File: config.mk
export PLATFORM = sky130hd
export DESIGN_NAME = signed_integer_to_ascii_radix_top
export DESIGN_NICKNAME = d
export VERILOG_FILES = /design/src/rtl/core/sitoa_pkg.sv /design/src/rtl/core/signed_integer_to_ascii_radix_top.sv
export SDC_FILE = /design/constraint.sdc
export NUM_CORES = 1
export LEC_CHECK = 0
export BUFFER_PORTS_ARGS = -buffer_cell sky130_fd_sc_hd__buf_2
export CORE_MARGIN = 2
export CORE_UTILIZATION = 44
export DETAILED_ROUTE_END_ITERATION = 8
export HOLD_SLACK_MARGIN = 0.15
export PLACE_DENSITY = 0.59
export SLEW_MARGIN = 20
export SYNTH_ARGS = -nofsm -noshare
export SYNTH_HDL_FRONTEND = slang
export SYNTH_SLANG_ARGS = --single-unit
export TNS_END_PERCENT = 100
File: constraint.sdc
create_clock -name clk -period 4.52 [get_ports clk]
set_input_delay 0.904 -clock clk [delete_from_list [all_inputs] [get_ports clk]]
set_output_delay 0.904 -clock clk [all_outputs]
set_load 0.01 [all_outputs]
File: src/rtl/core/sitoa_pkg.sv
// Shared constants and the digit-to-ASCII function for the signed integer to ASCII converter.
`default_nettype none

package sitoa_pkg;

    typedef logic [1:0] mode_t;
    typedef logic [6:0] ascii_t;

    localparam mode_t MODE_DEC = 2'd0;
    localparam mode_t MODE_HEX = 2'd1;
    localparam mode_t MODE_BIN = 2'd2;

    localparam ascii_t ASCII_ZERO  = 7'h30;
    localparam ascii_t ASCII_A     = 7'h41;
    localparam ascii_t ASCII_MINUS = 7'h2D;

    function automatic ascii_t digit_char(input logic [3:0] d);
        ascii_t c;
        if (d > 4'd9)
        begin
            c = ASCII_A + 7'(d) - 7'd10;
        end
        else
        begin
            c = ASCII_ZERO + 7'(d);
        end
        return c;
    endfunction

endpackage

`default_nettype wire

File: src/rtl/core/signed_integer_to_ascii_radix_top.sv
// Signed integer to ASCII converter: sequencer, shift-and-add-3 unit and output register.
// A transaction on the input carries one two's-complement value and a radix mode (decimal,
// uppercase hexadecimal, binary; mode 3 acts as decimal). The block emits one output
// transaction per character, most significant first, with a leading '-' for negative values,
// leading zeros suppressed, and last set on the final character. One item is converted at a
// time and in_ready is low until its final character is loaded into the output register.
// Decimal first runs the shift-and-add-3 conversion over every bit of the value and then steps
// through the BCD digit slots; hexadecimal steps through the nibbles and binary through the bits;
// a negative value emits the '-' before its digits.
`default_nettype none

module signed_integer_to_ascii_radix_top #(
    parameter int VALUE_BITS = 32
) (
    input  wire logic                     clk,
    input  wire logic                     rst_n,
    input  wire logic                     in_valid,
    output logic                          in_ready,
    input  wire logic signed [VALUE_BITS-1:0] value,
    input  wire sitoa_pkg::mode_t         mode,
    output logic                          out_valid,
    input  wire logic                     out_ready,
    output sitoa_pkg::ascii_t             character,
    output logic                          last
);
    import sitoa_pkg::*;

    localparam int DEC_DIGITS  = (VALUE_BITS * 1233) / 4096 + 1;
    localparam int HEX_DIGITS  = (VALUE_BITS + 3) / 4;
    localparam int WORK_DIGITS = (DEC_DIGITS > HEX_DIGITS) ? DEC_DIGITS : HEX_DIGITS;
    localparam int WORK_W      = WORK_DIGITS * 4;
    localparam int HEX_W       = HEX_DIGITS * 4;
    localparam int CNT_W       = $clog2(VALUE_BITS + 1);

    localparam logic [1:0] ST_IDLE   = 2'd0;
    localparam logic [1:0] ST_DABBLE = 2'd1;
    localparam logic [1:0] ST_EMIT   = 2'd2;

    logic [1:0]            state_reg, state_next;
    logic [CNT_W-1:0]      cnt_reg, cnt_next;
    logic                  sign_reg, sign_next;
    logic                  started_reg, started_next;
    logic                  out_valid_reg, out_valid_next;
    mode_t                 mode_reg, mode_next;
    logic [WORK_W-1:0]     work_reg, work_next;
    logic [VALUE_BITS-1:0] bin_reg, bin_next;
    ascii_t                char_reg, char_next;
    logic                  last_reg, last_next;

    logic                  slot_free;
    logic                  final_slot;
    logic                  emit_fire;
    logic [3:0]            digit;
    logic [VALUE_BITS-1:0] mag;
    logic [WORK_W-1:0]     adj;
    logic [WORK_W-1:0]     work_shift;

    assign in_ready   = (state_reg == ST_IDLE);
    assign out_valid  = out_valid_reg;
    assign character  = char_reg;
    assign last       = last_reg;
    assign slot_free  = !out_valid_reg || out_ready;
    assign final_slot = (cnt_reg == CNT_W'(1));
    assign digit      = (mode_reg == MODE_BIN) ? {3'b000, work_reg[WORK_W-1]}
                                               : work_reg[WORK_W-1 -: 4];
    assign mag        = value[VALUE_BITS-1] ? (~value + VALUE_BITS'(1)) : value;
    assign work_shift = (mode_reg == MODE_BIN) ? (work_reg << 1) : (work_reg << 4);

    always_comb
    begin
        for (int i = 0; i < WORK_DIGITS; i++)
        begin
            if (work_reg[4*i +: 4] >= 4'd5)
            begin
                adj[4*i +: 4] = work_reg[4*i +: 4] + 4'd3;
            end
            else
            begin
                adj[4*i +: 4] = work_reg[4*i +: 4];
            end
        end
    end

    always_comb
    begin
        state_next     = state_reg;
        cnt_next       = cnt_reg;
        sign_next      = sign_reg;
        started_next   = started_reg;
        mode_next      = mode_reg;
        work_next      = work_reg;
        bin_next       = bin_reg;
        char_next      = char_reg;
        last_next      = last_reg;
        out_valid_next = out_valid_reg && !out_ready;
        emit_fire      = 1'b0;

        unique case (state_reg)
            ST_IDLE:
            begin
                if (in_valid)
                begin
                    sign_next    = value[VALUE_BITS-1];
                    started_next = 1'b0;
                    mode_next    = mode;
                    if (mode == MODE_HEX)
                    begin
                        work_next  = WORK_W'(HEX_W'(mag)) << (WORK_W - HEX_W);
                        cnt_next   = CNT_W'(HEX_DIGITS);
                        state_next = ST_EMIT;
                    end
                    else if (mode == MODE_BIN)
                    begin
                        work_next  = WORK_W'(mag) << (WORK_W - VALUE_BITS);
                        cnt_next   = CNT_W'(VALUE_BITS);
                        state_next = ST_EMIT;
                    end
                    else
                    begin
                        work_next  = '0;
                        bin_next   = mag;
                        cnt_next   = CNT_W'(VALUE_BITS);
                        state_next = ST_DABBLE;
                    end
                end
            end
            ST_DABBLE:
            begin
                work_next = {adj[WORK_W-2:0], bin_reg[VALUE_BITS-1]};
                bin_next  = bin_reg << 1;
                if (final_slot)
                begin
                    cnt_next   = CNT_W'(WORK_DIGITS);
                    state_next = ST_EMIT;
                end
                else
                begin
                    cnt_next = cnt_reg - CNT_W'(1);
                end
            end
            ST_EMIT:
            begin
                if (sign_reg)
                begin
                    if (slot_free)
                    begin
                        char_next      = ASCII_MINUS;
                        last_next      = 1'b0;
                        out_valid_next = 1'b1;
                        sign_next      = 1'b0;
                    end
                end
                else if ((digit == 4'd0) && !started_reg && !final_slot)
                begin
                    work_next = work_shift;
                    cnt_next  = cnt_reg - CNT_W'(1);
                end
                else if (slot_free)
                begin
                    emit_fire      = 1'b1;
                    char_next      = digit_char(digit);
                    last_next      = final_slot;
                    out_valid_next = 1'b1;
                    started_next   = 1'b1;
                    work_next      = work_shift;
                    cnt_next       = cnt_reg - CNT_W'(1);
                    if (final_slot)
                    begin
                        state_next = ST_IDLE;
                    end
                end
            end
            default:
            begin
                state_next = ST_IDLE;
            end
        endcase
    end

    always_ff @(posedge clk or negedge rst_n)
    begin
        if (!rst_n)
        begin
            state_reg     <= ST_IDLE;
            cnt_reg       <= '0;
            sign_reg      <= 1'b0;
            started_reg   <= 1'b0;
            out_valid_reg <= 1'b0;
        end
        else
        begin
            state_reg     <= state_next;
            cnt_reg       <= cnt_next;
            sign_reg      <= sign_next;
            started_reg   <= started_next;
            out_valid_reg <= out_valid_next;
        end
    end

    always_ff @(posedge clk)
    begin
        mode_reg <= mode_next;
        work_reg <= work_next;
        bin_reg  <= bin_next;
        char_reg <= char_next;
        last_reg <= last_next;
    end

    a_final_char_ends_item: assert property (@(posedge clk) disable iff (!rst_n)
        (emit_fire && final_slot) |=> (state_reg == ST_IDLE))
        else $error("final character loaded but sequencer did not return to idle");

    a_dabble_count_live: assert property (@(posedge clk) disable iff (!rst_n)
        (state_reg == ST_DABBLE) |-> (cnt_reg != '0))
        else $error("conversion step counter reached zero while converting");

    a_minus_not_last: assert property (@(posedge clk) disable iff (!rst_n)
        (out_valid_reg && (char_reg == ASCII_MINUS)) |-> !last_reg)
        else $error("minus sign flagged as the final character");

    a_busy_after_accept: assert property (@(posedge clk) disable iff (!rst_n)
        (in_valid && in_ready) |=> !in_ready)
        else $error("input ready right after an accepted transaction");

endmodule

`default_nettype wire
# Word-level counts from Yosys, hierarchy flattened
# Index checks and enable logic that the tools add are counted.
[classes]
n_reduce_logical = 20
muxes = 62
shift = 0
add_sub_neg = 15
mul = 0
div = 0
n_eq_ne = 16
order_cmp = 11
bitwise_logic = 1
[ops]
columns = ["op", "n"]
rows = [
  ["2-to-1 mux 40 bit", 7],
  ["2-to-1 mux 32 bit", 4],
  ["case mux 40 bit (3 select lines)", 1],
  ["case mux 32 bit (2 select lines)", 1],
  ["greater-or-equal comparator 4 x 3 -> 1 bit (second input constant)", 10],
  ["2-to-1 mux 4 bit", 10],
  ["adder 4 x 2 -> 4 bit (second input constant)", 9],
  ["2-to-1 mux 6 bit", 6],
  ["2-to-1 mux 7 bit", 5],
  ["adder 32 x 2 -> 32 bit (second input constant)", 1],
  ["NOT 32 bit", 1],
  ["inequality test 2 bit (second input constant)", 9],
  ["case mux 6 bit (3 select lines)", 1],
  ["2-to-1 mux 2 bit", 8],
  ["2-to-1 mux 1 bit", 15],
  ["AND reduction 4 bit", 2],
  ["adder 6 x 4 -> 7 bit (first input constant)", 1],
  ["adder 7 x 4 -> 7 bit (first input constant)", 1],
  ["subtractor 7 x 4 -> 7 bit (second input constant)", 1],
  ["equality test 2 bit (second input constant)", 3],
  ["equality test 6 x 1 -> 1 bit (second input constant)", 1],
  ["case mux 2 bit (3 select lines)", 1],
  ["AND reduction 6 bit", 1],
  ["subtractor 6 x 1 -> 6 bit (second input constant)", 1],
  ["16 further kinds", 25],
]
[totals]
regBits = 93
out_inout_bits = 10
rom_bits = 0
n_memories = 0
in_bits = 38
word_cells = 135
latchBits = 0
ram_bits = 0

# Depth between registers and ports, before layout
[logic_depth]
depth_word = 8
depth_mapped = 12

# Worst setup path before layout
# No wires, ideal clock.
[synth_path]
path_type = "register -> register"
from = "register mode_reg[0]"
to = "register work_reg[0] (enable)"
path_slack_ns = 1.141
arrival_ns = 2.984
path_stages_with_launch = 12
period_less_slack_ns = 3.379
n_path_buf = 3
setup_time_ns = 0.394
required_time_ns = 4.126
path_cell_list = "edfxtp_1 nor2b_1 clkbuf_1 buf_1 nor2_1 a21oi_1 ha_1 o211a_1 a31oi_1 nand2b_1 clkbuf_1 inv_1"
[synth_via]
elab_chain_cells = 7
[synth_rtl]
columns = ["item", "line", "source"]
rows = [
  ["start: declaration", "signed_integer_to_ascii_radix_top.sv:44", "mode_t mode_reg, mode_next;"],
  ["start signal: assignment", "signed_integer_to_ascii_radix_top.sv:202", "mode_reg <= mode_next;"],
  ["equality test 2 bit", "signed_integer_to_ascii_radix_top.sv:64", "assign digit = (mode_reg == MODE_BIN) ? {3'b000, work_reg[WORK_W-1]}"],
  ["2-to-1 mux 4 bit", "signed_integer_to_ascii_radix_top.sv:64", ""],
  ["zero test 4 bit", "signed_integer_to_ascii_radix_top.sv:153", "else if ((digit == 4'd0) && !started_reg && !final_slot)"],
  ["logical AND 1 bit (2 in a row)", "signed_integer_to_ascii_radix_top.sv:153", ""],
  ["inequality test 3 bit (no line)", "--", ""],
  ["AND reduction 4 bit (no line)", "--", ""],
  ["end signal: assignment", "signed_integer_to_ascii_radix_top.sv:203", "work_reg <= work_next;"],
  ["end: declaration", "signed_integer_to_ascii_radix_top.sv:45", "logic [WORK_W-1:0] work_reg, work_next;"],
]
# Every way passes these cells.
# A chain may end at the register's enable or synchronous reset.

# Final worst setup path
[layout_path]
from = "register mode_reg[0]"
to = "register work_reg[9] (enable)"
# The elaborated chain is that of the path after synthesis.

==> flow_metrics.py <==
metrics = {
    "critical_path": {
        "path_class": "flip-flop to flip-flop",
        "cp_max_fo": 40,
        "worstPathArrival_ps": 3180,
        "crit_path_cell_trace": "nor2b_2, buf_4, nor2_1, a21oi_1, ha_1, o211a_1, a31oi_1, nand2b_1, inv_1, buf_4",
        "cp_top_family": "buffers and inverters",
        "crit_top_cell": "buf_4",
        "r2r_end": "work_reg[9]",
        "endpoint_kind": "flip-flop",
        "r2r_start": "mode_reg[0]",
        "slowest_delay_ps": 480,
        "crit_slowest_cell": "buf_4",
        "cp-start-kind": "flip-flop",
        "r2r.worst_path.cells": 10,
        "required_ps": 4510,
        "worst-path-buf-inv": 3,
        "r2r_setup_slack_ps": 1330,
    },
    "run": {
        "maxCapViolations": 0,
    },
    "floorplan": {
        "rows": 44,
        "start_util_pct": 45.4,
        "ios": 48,
        "core_region_area_mm2": 0.0146,
        "die_area_mm2": 0.0161,
        "die_h_um": 127,
        "die_w_um": 127,
    },
    "global_routing": {
        "grt_max_degree": 41,
        "grt.total_usage_pct": 22.0,
        "grt_first_pass_wirelength_um": 28200,
        "grt_pass1_vias": 5356,
        "grt_overflow": 0,
        "antenna_found_initial": 0,
    },
    "detailed_routing": {
        "routed_wl_um": 17300,
        "drt_drc_violations_left": 0,
        "drt_first_pass_iters": 7,
        "drtIter0Drc": 410,
        "vias": 5550,
        "ant_nets": 0,
        "post_drt_wl_per_cell_um": 18.7,
        "vias_per_cell": 6.01,
    },
    "sta": {
        "finalCritPeriodShare_pct": 70.6,
        "relSlewSlack_pct": 40.7,
        "finClkSkew_ps": 7.11,
        "finalMaxSlewViolations": 0,
        "finalHoldViolCount": 0,
        "setup_viol": 0,
        "rsz0062_at_grt": "no",
        "worst_pin_slew_ps": 888,
        "fin_crit_ps": 3190,
        "timing.fmax_ghz": 0.314,
        "tns_ps": 0,
    },
    "logic_synthesis": {
        "async_reset_ff_share_pct": 11.8,
        "synth_nets": 775,
        "yosys.area.top_type_share_pct": 37.0,
        "synth_ff_type": "edfxtp_1",
        "synth_area_mm2": 0.00665,
        "yosysTopAreaCell": "edfxtp_1",
        "ys.warnings.count": 0,
        "syn_avg_cell_area_um2": 9.44,
        "synth_edf_count": 82,
        "ys_seq_area_share_pct": 41.1,
        "yosysUniqueCellTypes": 65,
        "synthTopCellsByArea": "edfxtp_1 (37%), ha_1 (6.0%), nand2_1 (4.7%)",
        "ys_ff_latch": 93,
        "netlist_instances": 705,
    },
    "clock_tree": {
        "clk_pin_slew_ps": 70,
        "hold_buffers": 0,
        "h-tree-depth": 3,
        "cts.sinks": 93,
        "cts.path.max_buffers": 2,
        "insertion_delay_ps": 360,
        "cts_tree": "done",
        "post_cts_resized": 0,
        "post-cts-setup-buffers": 0,
        "cts-root-buf": "clkbuf_16",
        "cts_buffers": 9,
    },
    "cells_and_area": {
        "largest_reg_flops": 40,
        "nets": 804,
        "final_cells": 923,
        "layout-drive-gt1-share_pct": 13.8,
        "layout_commonest_cell": "nand2_1",
        "final_util_pct": 49.6,
        "fill_cells": 1361,
        "area_delta_synth_final_pct": 9.06,
        "mostFrequentLayoutCells": "nand2_1 (84), edfxtp_1 (82), a21oi_1 (56)",
        "num_antenna_cells": 0,
    },
    "pwr": {
        "power_density_mw_per_mm2": 647,
        "swShare_pct": 43.0,
        "p_seq_share_pct": 38.2,
        "switchingPower_uw": 2020,
        "vdd_drop_max_mv": 0.280,
        "total_leakage_power_uw": 0.00273,
        "combPwrFrac_pct": 46.4,
        "clkPwrFrac_pct": 15.3,
        "internal_power_uw": 2670,
    },
    "placement": {
        "globalplace.congestion": 0.857,
        "numPortBuffers": 47,
        "place_inst": 907,
        "dp_hpwl_um": 11900,
    },
    "min_path": {
        "hold_class": "primary input to async pin",
    },
    "run_status": {
        "status": "completed",
    },
}
==> layer usage <==
metal / global-route usage, % / vias to the layer above / routed length, µm
met5: 0 / - / 0
met4: 5.95 / 0 / 225
met3: 3.02 / 18 / 849
met2: 34.9 / 171 / 7820
met1: 31.6 / 2678 / 8400
li1: - / 2683 / -
==> Yosys cell counts, types with 3 or more instances <==
cell type	n
a221oi_1	7
or4_1	5
clkbuf_1	26
a31oi_1	5
a32oi_1	3
o221ai_1	5
a22o_1	3
and2_1	3
or3_1	4
o211ai_1	6
nor3b_1	14
xnor2_1	22
xor2_1	17
nand2b_1	20
a211oi_1	3
nor2_1	36
nand2_1	84
a21boi_0	4
o31ai_1	13
nor3_1	13
o21ai_0	47
dfrtp_1	11
o22ai_1	10
mux2_2	20
o41ai_1	7
nor2b_1	8
edfxtp_1	82
nor4_1	10
mux2i_1	13
a221o_1	6
buf_1	6
inv_1	36
a21oi_1	56
ha_1	32
a21o_1	7
nand3_1	18
nand4_1	5
==> worst max path at each step <==
stage	from	slack, ps	endpoint	depth (start not counted)
2_1_floorplan	mode_reg[0]	1140	work_reg[0]	11
6_report	mode_reg[0]	1330	work_reg[9]	10
3_3_place_gp	value[6]	1110	bin_reg[23]	6
3_5_place_dp	value[6]	1050	bin_reg[23]	6
5_1_grt	mode_reg[0]	1030	work_reg[20]	10
4_1_cts	mode_reg[0]	1330	work_reg[38]	10
==> through the flow <==
stage	area (µm²)	setup slack (ps)	hold WS [ps]	total power (µW)
detailed placement	6990	1050	521	3960
global route	7260	1030	425	5060
CTS	7260	1330	413	4700
global placement	6990	1110	506	3900
floorplan	6650	1140	487	3350
finish	7260	1330	413	4690
==> power groups by stage <==
stage / Combinational, µW / Sequential, µW / Clock (µW)
2_1_floorplan: 1640 / 1710 / 0
3_3_place_gp: 2110 / 1790 / 0
3_5_place_dp: 2160 / 1800 / 0
4_1_cts: 2170 / 1790 / 737
5_1_grt: 2450 / 1840 / 771
6_report: 2180 / 1790 / 720
==> worst reg2reg max path, cell delays in order, from the launching register on <==
cell	delay [ps]
edfxtp_1	390
nor2b_2	110
buf_4	380
nor2_1	100
a21oi_1	310
ha_1	220
o211a_1	210
a31oi_1	150
nand2b_1	340
inv_1	110
buf_4	480
==> cell type report <==
cell class	count	area (µm²)	area share (%)
clock buffer	11	233	3.21
tap	184	230	3.17
sequential	93	2740	37.7
timing repair buffer	56	303	4.17
multi-input combinational	537	3580	49.3
clock inverter	5	36.3	0.500
inverter	37	139	1.91
==> logic make-up after synthesis <==
kind of cell    count (synthesis)  share of synthesized area, %
simple gates                  231                          17.4
compound gates                202                          19.7
flops                          93                          41.1
buf+inv                        75                          5.21
xor+xnor                       39                          5.13
mux                            33                          5.34
fa+ha+maj                      32                          6.02
(Power assumes the default switching activity.)
